<file path="src/design/pcsc_pkg.sv">
package pcsc_pkg;

  // Chunk parsing phases
  localparam logic [2:0] PH_LEN     = 3'd0;
  localparam logic [2:0] PH_TYPE    = 3'd1;
  localparam logic [2:0] PH_DATA    = 3'd2;
  localparam logic [2:0] PH_CRC     = 3'd3;
  localparam logic [2:0] PH_DISCARD = 3'd4;

  // End-of-chunk status codes
  localparam logic [1:0] ST_OK         = 2'd0;
  localparam logic [1:0] ST_BAD_CRC    = 2'd1;
  localparam logic [1:0] ST_BAD_LEN    = 2'd2;
  localparam logic [1:0] ST_INCOMPLETE = 2'd3;

  // Result kinds
  localparam logic KIND_DATA   = 1'b0;
  localparam logic KIND_STATUS = 1'b1;

  localparam logic [31:0] CRC_POLY      = 32'hedb88320;
  localparam logic [31:0] CRC_INIT      = 32'hffffffff;
  localparam logic [30:0] MAX_LEN_RESET = 31'h7fffffff;
  localparam logic [31:0] BIT_ANCILLARY = 32'h20000000;
  localparam logic [31:0] BIT_PRIVATE   = 32'h00200000;
  localparam logic [31:0] BIT_RESERVED  = 32'h00002000;
  localparam logic [31:0] BIT_SAFE_COPY = 32'h00000020;

  typedef struct packed {
    logic [7:0] in_byte;
    logic       stream_end;
  } pcsc_in_t;

  typedef struct packed {
    logic        kind;
    logic [7:0]  data_byte;
    logic [1:0]  status;
    logic [30:0] chunk_length;
    logic [31:0] chunk_type;
    logic        type_valid;
    logic        is_critical;
    logic        is_private;
    logic        is_reserved;
    logic        is_safe_to_copy;
  } pcsc_out_t;

  // Reflected CRC-32 update over one byte
  function automatic logic [31:0] crc_byte(input logic [31:0] crc, input logic [7:0] b);
    logic [31:0] c;
    c = crc ^ {24'd0, b};
    for (int k = 0; k < 8; k++) begin
      c = c[0] ? ((c >> 1) ^ CRC_POLY) : (c >> 1);
    end
    return c;
  endfunction

  function automatic logic is_letter(input logic [7:0] c);
    return ((c >= 8'h41) && (c <= 8'h5a)) || ((c >= 8'h61) && (c <= 8'h7a));
  endfunction

  // Build an end-of-chunk status beat from what is known so far
  function automatic pcsc_out_t mk_status(input logic [1:0] st, input logic have_len,
                                          input logic have_type, input logic [31:0] len,
                                          input logic [31:0] typ);
    pcsc_out_t   r;
    logic [31:0] t;
    t = have_type ? typ : 32'd0;
    r.kind            = KIND_STATUS;
    r.data_byte       = 8'd0;
    r.status          = st;
    r.chunk_length    = have_len ? len[30:0] : 31'd0;
    r.chunk_type      = t;
    r.type_valid      = have_type && is_letter(t[31:24]) && is_letter(t[23:16]) &&
                        is_letter(t[15:8]) && is_letter(t[7:0]);
    r.is_critical     = have_type && ((t & BIT_ANCILLARY) == 32'd0);
    r.is_private      = (t & BIT_PRIVATE) != 32'd0;
    r.is_reserved     = (t & BIT_RESERVED) != 32'd0;
    r.is_safe_to_copy = (t & BIT_SAFE_COPY) != 32'd0;
    return r;
  endfunction

endpackage

</file>
<file path="src/design/pcsc_parser.sv">
module pcsc_parser (
  input  logic                clk,
  input  logic                rst_n,
  input  logic                step,
  input  pcsc_pkg::pcsc_in_t  item,
  input  logic [30:0]         max_length,
  output logic                res_valid,
  output pcsc_pkg::pcsc_out_t res
);
  import pcsc_pkg::*;

  logic [2:0]  phase_r, phase_nxt;
  logic [30:0] cnt_r, cnt_nxt;
  logic [31:0] len_r, len_nxt;
  logic [31:0] type_r, type_nxt;
  logic [31:0] crc_r, crc_nxt;
  logic [31:0] rcrc_r, rcrc_nxt;

  logic        restart;
  logic [7:0]  b;
  logic        eos;
  logic [30:0] cnt_inc;
  logic [31:0] len_sh;
  logic [31:0] type_sh;
  logic [31:0] crc_upd;
  logic [31:0] rcrc_sh;
  logic        last4;

  assign b       = item.in_byte;
  assign eos     = item.stream_end;
  assign cnt_inc = cnt_r + 31'd1;
  assign len_sh  = {len_r[23:0], b};
  assign type_sh = {type_r[23:0], b};
  assign rcrc_sh = {rcrc_r[23:0], b};
  assign crc_upd = crc_byte(crc_r, b);
  assign last4   = cnt_r >= 31'd3;

  // Next chunk state and the result of the current beat
  always_comb begin
    phase_nxt = phase_r;
    cnt_nxt   = cnt_r;
    len_nxt   = len_r;
    type_nxt  = type_r;
    crc_nxt   = crc_r;
    rcrc_nxt  = rcrc_r;
    restart   = 1'b0;
    res_valid = 1'b0;
    res       = '0;
    case (phase_r)
      PH_LEN: begin
        len_nxt = len_sh;
        cnt_nxt = cnt_inc;
        if (last4) begin
          cnt_nxt = 31'd0;
          if (len_sh > {1'b0, max_length}) begin
            res_valid = 1'b1;
            res       = mk_status(ST_BAD_LEN, 1'b1, 1'b0, len_sh, type_r);
            if (eos) restart = 1'b1;
            else phase_nxt = PH_DISCARD;
          end else begin
            phase_nxt = PH_TYPE;
            if (eos) begin
              res_valid = 1'b1;
              res       = mk_status(ST_INCOMPLETE, 1'b1, 1'b0, len_sh, type_r);
              restart   = 1'b1;
            end
          end
        end else if (eos) begin
          res_valid = 1'b1;
          res       = mk_status(ST_INCOMPLETE, 1'b0, 1'b0, len_sh, type_r);
          restart   = 1'b1;
        end
      end
      PH_TYPE: begin
        type_nxt = type_sh;
        crc_nxt  = crc_upd;
        cnt_nxt  = cnt_inc;
        if (last4) begin
          phase_nxt = (len_r == 32'd0) ? PH_CRC : PH_DATA;
          cnt_nxt   = 31'd0;
        end
        if (eos) begin
          res_valid = 1'b1;
          res       = mk_status(ST_INCOMPLETE, 1'b1, last4, len_r, type_sh);
          restart   = 1'b1;
        end
      end
      PH_DATA: begin
        crc_nxt = crc_upd;
        cnt_nxt = cnt_inc;
        if ({1'b0, cnt_inc} >= len_r) begin
          phase_nxt = PH_CRC;
          cnt_nxt   = 31'd0;
        end
        res_valid = 1'b1;
        if (eos) begin
          res     = mk_status(ST_INCOMPLETE, 1'b1, 1'b1, len_r, type_r);
          restart = 1'b1;
        end else begin
          res.kind      = KIND_DATA;
          res.data_byte = b;
        end
      end
      PH_CRC: begin
        rcrc_nxt = rcrc_sh;
        cnt_nxt  = cnt_inc;
        if (last4) begin
          res_valid = 1'b1;
          res       = mk_status((rcrc_sh == ~crc_r) ? ST_OK : ST_BAD_CRC,
                                1'b1, 1'b1, len_r, type_r);
          restart   = 1'b1;
        end else if (eos) begin
          res_valid = 1'b1;
          res       = mk_status(ST_INCOMPLETE, 1'b1, 1'b1, len_r, type_r);
          restart   = 1'b1;
        end
      end
      PH_DISCARD: begin
        if (eos) restart = 1'b1;
      end
      default: begin
        restart = 1'b1;
      end
    endcase
    // Drop back to the start of a fresh chunk
    if (restart) begin
      phase_nxt = PH_LEN;
      cnt_nxt   = 31'd0;
      len_nxt   = 32'd0;
      type_nxt  = 32'd0;
      crc_nxt   = CRC_INIT;
      rcrc_nxt  = 32'd0;
    end
  end

  // Advance chunk state on each processed beat
  always_ff @(posedge clk) begin
    if (!rst_n) begin
      phase_r <= PH_LEN;
      cnt_r   <= 31'd0;
      len_r   <= 32'd0;
      type_r  <= 32'd0;
      crc_r   <= CRC_INIT;
      rcrc_r  <= 32'd0;
    end else if (step) begin
      phase_r <= phase_nxt;
      cnt_r   <= cnt_nxt;
      len_r   <= len_nxt;
      type_r  <= type_nxt;
      crc_r   <= crc_nxt;
      rcrc_r  <= rcrc_nxt;
    end
  end

endmodule

</file>
<file path="config.mk">
export PLATFORM = sky130hd
export DESIGN_NAME = pcsc_parser
export DESIGN_NICKNAME = d
export VERILOG_FILES = /design/src/design/pcsc_pkg.sv /design/src/design/pcsc_parser.sv
export SDC_FILE = /design/constraint.sdc
export NUM_CORES = 1
export LEC_CHECK = 0
export ABC_CLOCK_PERIOD_IN_PS = 10600
export BUFFER_PORTS_ARGS = -buffer_cell sky130_fd_sc_hd__buf_2
export CAP_MARGIN = 20
export CORE_MARGIN = 1.5
export CORE_UTILIZATION = 35
export DETAILED_ROUTE_END_ITERATION = 6
export PLACE_DENSITY = 0.64
export SYNTH_ARGS = -nofsm -noshare
export SYNTH_HDL_FRONTEND = slang
export SYNTH_SLANG_ARGS = --single-unit
</file>
<file path="constraint.sdc">
create_clock -name clk -period 10.6 [get_ports clk]
set_input_delay 1.06 -clock clk [delete_from_list [all_inputs] [get_ports clk]]
set_output_delay 1.06 -clock clk [all_outputs]
set_load 0.02 [all_outputs]
</file>
==> flow_summary.toml, run 1 <==
[synth]
synth-edff-count = 0
yosysTopAreaCellShare = 0.3168
synth_flop_cell = "dfxtp_1"
synth.distinct_cells = 65
seq_area_frac_synth = 0.3168
ys_ff_latch = 154
synthArstFlopShare = 0
ys_top_cells_by_count = "nand2_1, dfxtp_1, a22o_1, a21oi_1, xnor2_1"
synth_area_um2 = 9733
syn_inst = 1182
yosysMostFrequentCell = "nand2_1"
syn-num-nets = 1290
synth_warnings = 0
yosysTopAreaCell = "dfxtp_1"
synth_area_leaders = "dfxtp_1, a22o_1, ha_1"
synth_area_per_cell_um2 = 8.234

[timing]
fmax_mhz = 200.6
whs_ps = 468.2
finClkSkew_ps = 11.38
fin_crit_ps = 4984
max-slew-margin-rel = 0.2963
setup_viol = 0
grt_setup_unrepaired = "false"
post-route-period-util = 0.4702
fin_setup_tns_ps = 0
worst_slack_ps = 5616
final-hold-violation-count = 0
drv_slew = 0
worst_pin_slew_ps = 1053

[clocking]
cts_tree = "built"
clkTransAtPathRegs_ps = 60
clock_sinks = 154
ctsHoldBuffers = 0
cts_buffers = 17
postCtsSetupBuffers = 0
clk_latency_ps = 430
ctsResizeCount = 0
clockBufferDepth = 2
cts_htree_levels = 4
root_buffer = "clkbuf_16"

[power]
max-vdd-ir-drop_mv = 0.09913
swShare = 0.2796
p_total_w = 0.001410
combPwrFrac = 0.129
seq_power_share = 0.423
p_int_w = 0.001016
p_leak_nw = 4.614
powerDensity_nw_per_um2 = 125.1
clkPwrFrac = 0.448
p_sw_w = 0.0003942

[worst_setup_path]
cp_cell_sequence = "ha_1, nand4_1, nor2_1, nand4_1, o21a_1, or2_2, ha_1, nand4b_1, nor4_1, nand3_1, a2111oi_2, nor3b_4, buf_4, a31oi_1, a311oi_1"
cp_data_arrival_time_ps = 5250
critPathCaptureType = "flop"
crit_buf_inv = 1
critPathSlowestCell = "a2111oi_2"
reg2reg_slack_ps = 5620
cp.required_ps = 10870
crit_type = "flop to flop"
critPathMaxStageDelay_ps = 560
crit_family = "simple AND/OR/NAND/NOR gates"
path_max_fanout = 36
start_kind = "flop"

[cells_and_area]
fillers = 2730
nets = 1368
design_area_um2 = 11270
seqCellArea_um2 = 3083
layout-drive-gt1-share = 0.1500
multiInputGateArea_um2 = 6040
syn2layout_area_growth_pct = 15.77
diodes = 0

[grt]
grt_overflow = 0
grt_max_degree = 41
grt_usage = 0.1995
antenna_found_initial = 0
grt_pass1_vias = 8384
grt_pass1_wl_um = 45600

[die]
rows = 60
start_util = 0.3591
die_h_um = 169.8
core_area_um2 = 27100
pin_count = 123
dieArea_um2 = 28820
chipWidth_um = 169.8

[detailed_routing]
wl_per_cell_um = 17.46
drt_iter0_drc = 807
ant_nets = 0
viasPerCell = 5.520
wl_um = 28730
vias = 9080
drc = 0
drtPass1Iterations = 6

[placement]
port_buffers = 122
dpl.hpwl_um = 20490
place_area_um2 = 10590
place_congestion = 0.8623
dp_slack_ps = 5537

[min_path]
holdCritPathClass = "flop to flop"

[flow_run]
maxCapViolations = 0

[status]
status = "completed"
## stage by stage
step,cells,util
2_1_floorplan,1182,-
3_3_place_gp,1610,0.3906
3_5_place_dp,1610,0.3906
4_1_cts,1642,0.4127
5_1_grt,1645,0.4158
6_report,1645,0.4158
## final timing paths
kind	from	to	cells past startpoint
worst max-delay path	cnt_r[0]	cnt_r[10]	15
worst min-delay path	rcrc_r[22]	rcrc_r[22]	2
worst max register to register	cnt_r[0]	cnt_r[10]	15
worst min register to register	rcrc_r[22]	rcrc_r[22]	2
## layout make-up
type / instances / area share
Clock buffer: 19 / 0.03931
Clock inverter: 13 / 0.01399
Inverter: 81 / 0.02698
Multi-Input combinational cell: 870 / 0.5360
Sequential cell: 154 / 0.2736
Tap cell: 372 / 0.04131
Timing Repair Buffer: 136 / 0.06884
## routing by layer
metal,GRT usage,vias to the layer above,wire (µm)
met4,0.07118,0,787
met1,0.2780,4278,13580
met3,0.03335,51,1470
met2,0.3086,307,12890
li1,-,4444,-
met5,0,-,0
## power by group through the flow
stage / combinational, W / sequential, W / clock (W)
after global routing: 0.000199 / 0.000596 / 0.000671
after global placement: 0.000176 / 0.000609 / 0
after CTS: 0.000179 / 0.000596 / 0.000642
final: 0.000182 / 0.000596 / 0.000632
after floorplan: 0.000135 / 0.000603 / 0
after detailed placement: 0.000178 / 0.000609 / 0
## worst register-to-register path, cell delays in order, from the launching register on
cell       delay (ps)
dfxtp_1           460
ha_1              360
nand4_1           270
nor2_1            370
nand4_1           350
o21a_1            290
or2_2             310
ha_1              300
nand4b_1          160
nor4_1            500
nand3_1           280
a2111oi_2         560
nor3b_4            70
buf_4             260
a31oi_1           220
a311oi_1           70
## sequential cells by signal, indices dropped and copies added (netlist names)
name and count:
crc_r 32, cnt_r 31, rcrc_r 24, phase_r 3, type_r 32, len_r 32
## kinds of logic after synthesis
kind of cell	after synthesis	synth area share
AOI/OAI and AO/OA	340	0.2514
DFF	154	0.3168
xor gates and xnor gates	118	0.1124
muxes	1	0.001028
buffers and inverters	158	0.06569
adders and majority gates	65	0.08356
and+or+nand+nor	346	0.1692
## placed cells by master (no fill, tap or decap), types with 52 or more instances in the layout
cell	count
xnor2_1	84
nor2_1	52
a22o_1	95
a21oi_1	91
ha_1	65
dfxtp_1	154
buf_2	122
inv_1	79
nand2_1	157
No activity file was read; power rests on OpenSTA's default activity.
==> inputs of run 2 (changes only) <==
Settings changed: ABC_CLOCK_PERIOD_IN_PS 10600 to 4220, PLACE_DENSITY 0.64 to 0.66.
Clock period 10.6 ns to 4.22 ns, I/O delays scaled along.
==> run 2 against run 1 <==
Against the previous run: die area did not move; utilization increased by 0.89 points; first-iteration DRC count decreased by 5.8%; critical endpoint is now cnt_r[1].
==> flow_summary.toml, run 2 (synthesis results as in run 1) <==
[min_path]
holdCritPathClass = "input port to flop"

[placement]
place_area_um2 = 10800
place_congestion = 0.8535
dp.cells = 1639
port_buffers = 122
dpl.hpwl_um = 21050

[worst_setup_path]
crit_family = "simple AND/OR/NAND/NOR gates"
cp_cell_sequence = "and4_2, nand4_1, nor2_1, nand4_1, o21a_1, or2_2, ha_1, nand4b_1, nor4_2, nand3_1, a2111oi_4, nor3b_4, buf_4, a22oi_1, nor2_1"
start_kind = "flop"
critPathMaxStageDelay_ps = 450
critPathSlowestCell = "dfxtp_1"
cp.required_ps = 4520
crit_buf_inv = 1
path_max_fanout = 15
critPathCaptureType = "flop"
cp_data_arrival_time_ps = 4290
crit_type = "flop to flop"

[clocking]
root_buffer = "clkbuf_16"
cts_buffers = 17
clkTransAtPathRegs_ps = 60
clk_latency_ps = 440
clock_sinks = 154
ctsHoldBuffers = 0
cts_htree_levels = 4
clockBufferDepth = 2
cts_tree = "built"

[timing]
fmax_mhz = 250.5
fin_crit_ps = 3992
drv_slew = 0
final-hold-violation-count = 0
setup_viol = 0
worst_pin_slew_ps = 1040
max-slew-margin-rel = 0.3059
post-route-period-util = 0.9461
finClkSkew_ps = 16.64

[grt]
grt_max_degree = 41
grt_pass1_vias = 8411
grt_usage = 0.2025
grt_pass1_wl_um = 46090
grt_overflow = 0
antenna_found_initial = 0

[detailed_routing]
wl_per_cell_um = 17.45
ant_nets = 0
wl_um = 29240
viasPerCell = 5.539
drc = 0
drtPass1Iterations = 5
drt_iter0_drc = 760
vias = 9283

[cells_and_area]
syn2layout_area_growth_pct = 18.24
nets = 1399
top_regs = "crc_r (32), len_r (32), type_r (32)"
layout_common_cells = "nand2_1, dfxtp_1, buf_2"
layout_commonest_cell = "nand2_1"
design_area_um2 = 11510
stdcell_count = 1676
diodes = 0
layout-drive-gt1-share = 0.1733

[power]
p_leak_nw = 4.765
powerDensity_nw_per_um2 = 305.4
max-vdd-ir-drop_mv = 0.2115

[die]
rows = 60
die_h_um = 169.8
core_area_um2 = 27100
chipWidth_um = 169.8
start_util = 0.3591
dieArea_um2 = 28820
pin_count = 123

[flow_run]
maxCapViolations = 0

[status]
status = "completed"
-- run 2: through the flow --
stage                     TNS, ps  total power, W  setup WS, ps  hold WS (ps)  utilization
after detailed placement        0        0.001989         12.76         464.0       0.3986
after global placement          0        0.001984         173.8         460.4       0.3986
after floorplan                 0        0.001854         179.5         448.1            -
after global routing       -70.87        0.003651        -24.27         467.4       0.4247
after CTS                       0        0.003521         55.97         446.4       0.4207
final                           0        0.003515         227.6         460.4       0.4247
-- run 2: final cells by class --
class,instances,area (µm²)
Sequential cell,154,3083
Multi-Input combinational cell,870,6083
Tap cell,372,465.4
Clock inverter,12,140.1
Timing Repair Buffer,167,985.9
Inverter,81,304.0
Fill cell,2706,15590
Clock buffer,20,446.7
-- run 2: repair_timing --
item | CTS | global route
endpoints found under the hold margin | 0 | 0
gates cloned | 0 | 0
setup buffers | 0 | 3
pin swaps | 0 | 3
resized for setup | 1 | 7
endpoints found under the setup margin | 6 | 31
-- run 2: worst paths after layout --
check	start	end	slack (ps)	cells past startpoint
setup reg to reg	cnt_r[7]	cnt_r[1]	230	15
setup / recovery	cnt_r[7]	cnt_r[1]	230	15
hold reg to reg	rcrc_r[19]	rcrc_r[19]	470	2
hold / removal	item[7]	len_r[6]	460	3
-- run 2: metal layers --
layer / vias to the layer above / track usage / wire length (µm)
li1: 4504 / - / -
met1: 4425 / 0.2830 / 13800
met2: 317 / 0.3215 / 13520
met3: 37 / 0.02729 / 1398
met4: 0 / 0.06387 / 523
met5: - / 0 / 0
-- run 2: tightest hold or removal path, delay by kind of cell --
family	cells	cell delay [ps]
AOI/OAI and AO/OA	1	140
buffers and inverters	2	290
-- run 2: power by group --
group          internal, W  switching, W  total, W
Sequential         0.00147     0.0000283   0.00150
Combinational     0.000190      0.000288  0.000477
Clock             0.000894      0.000649   0.00154
Total              0.00255      0.000965   0.00352
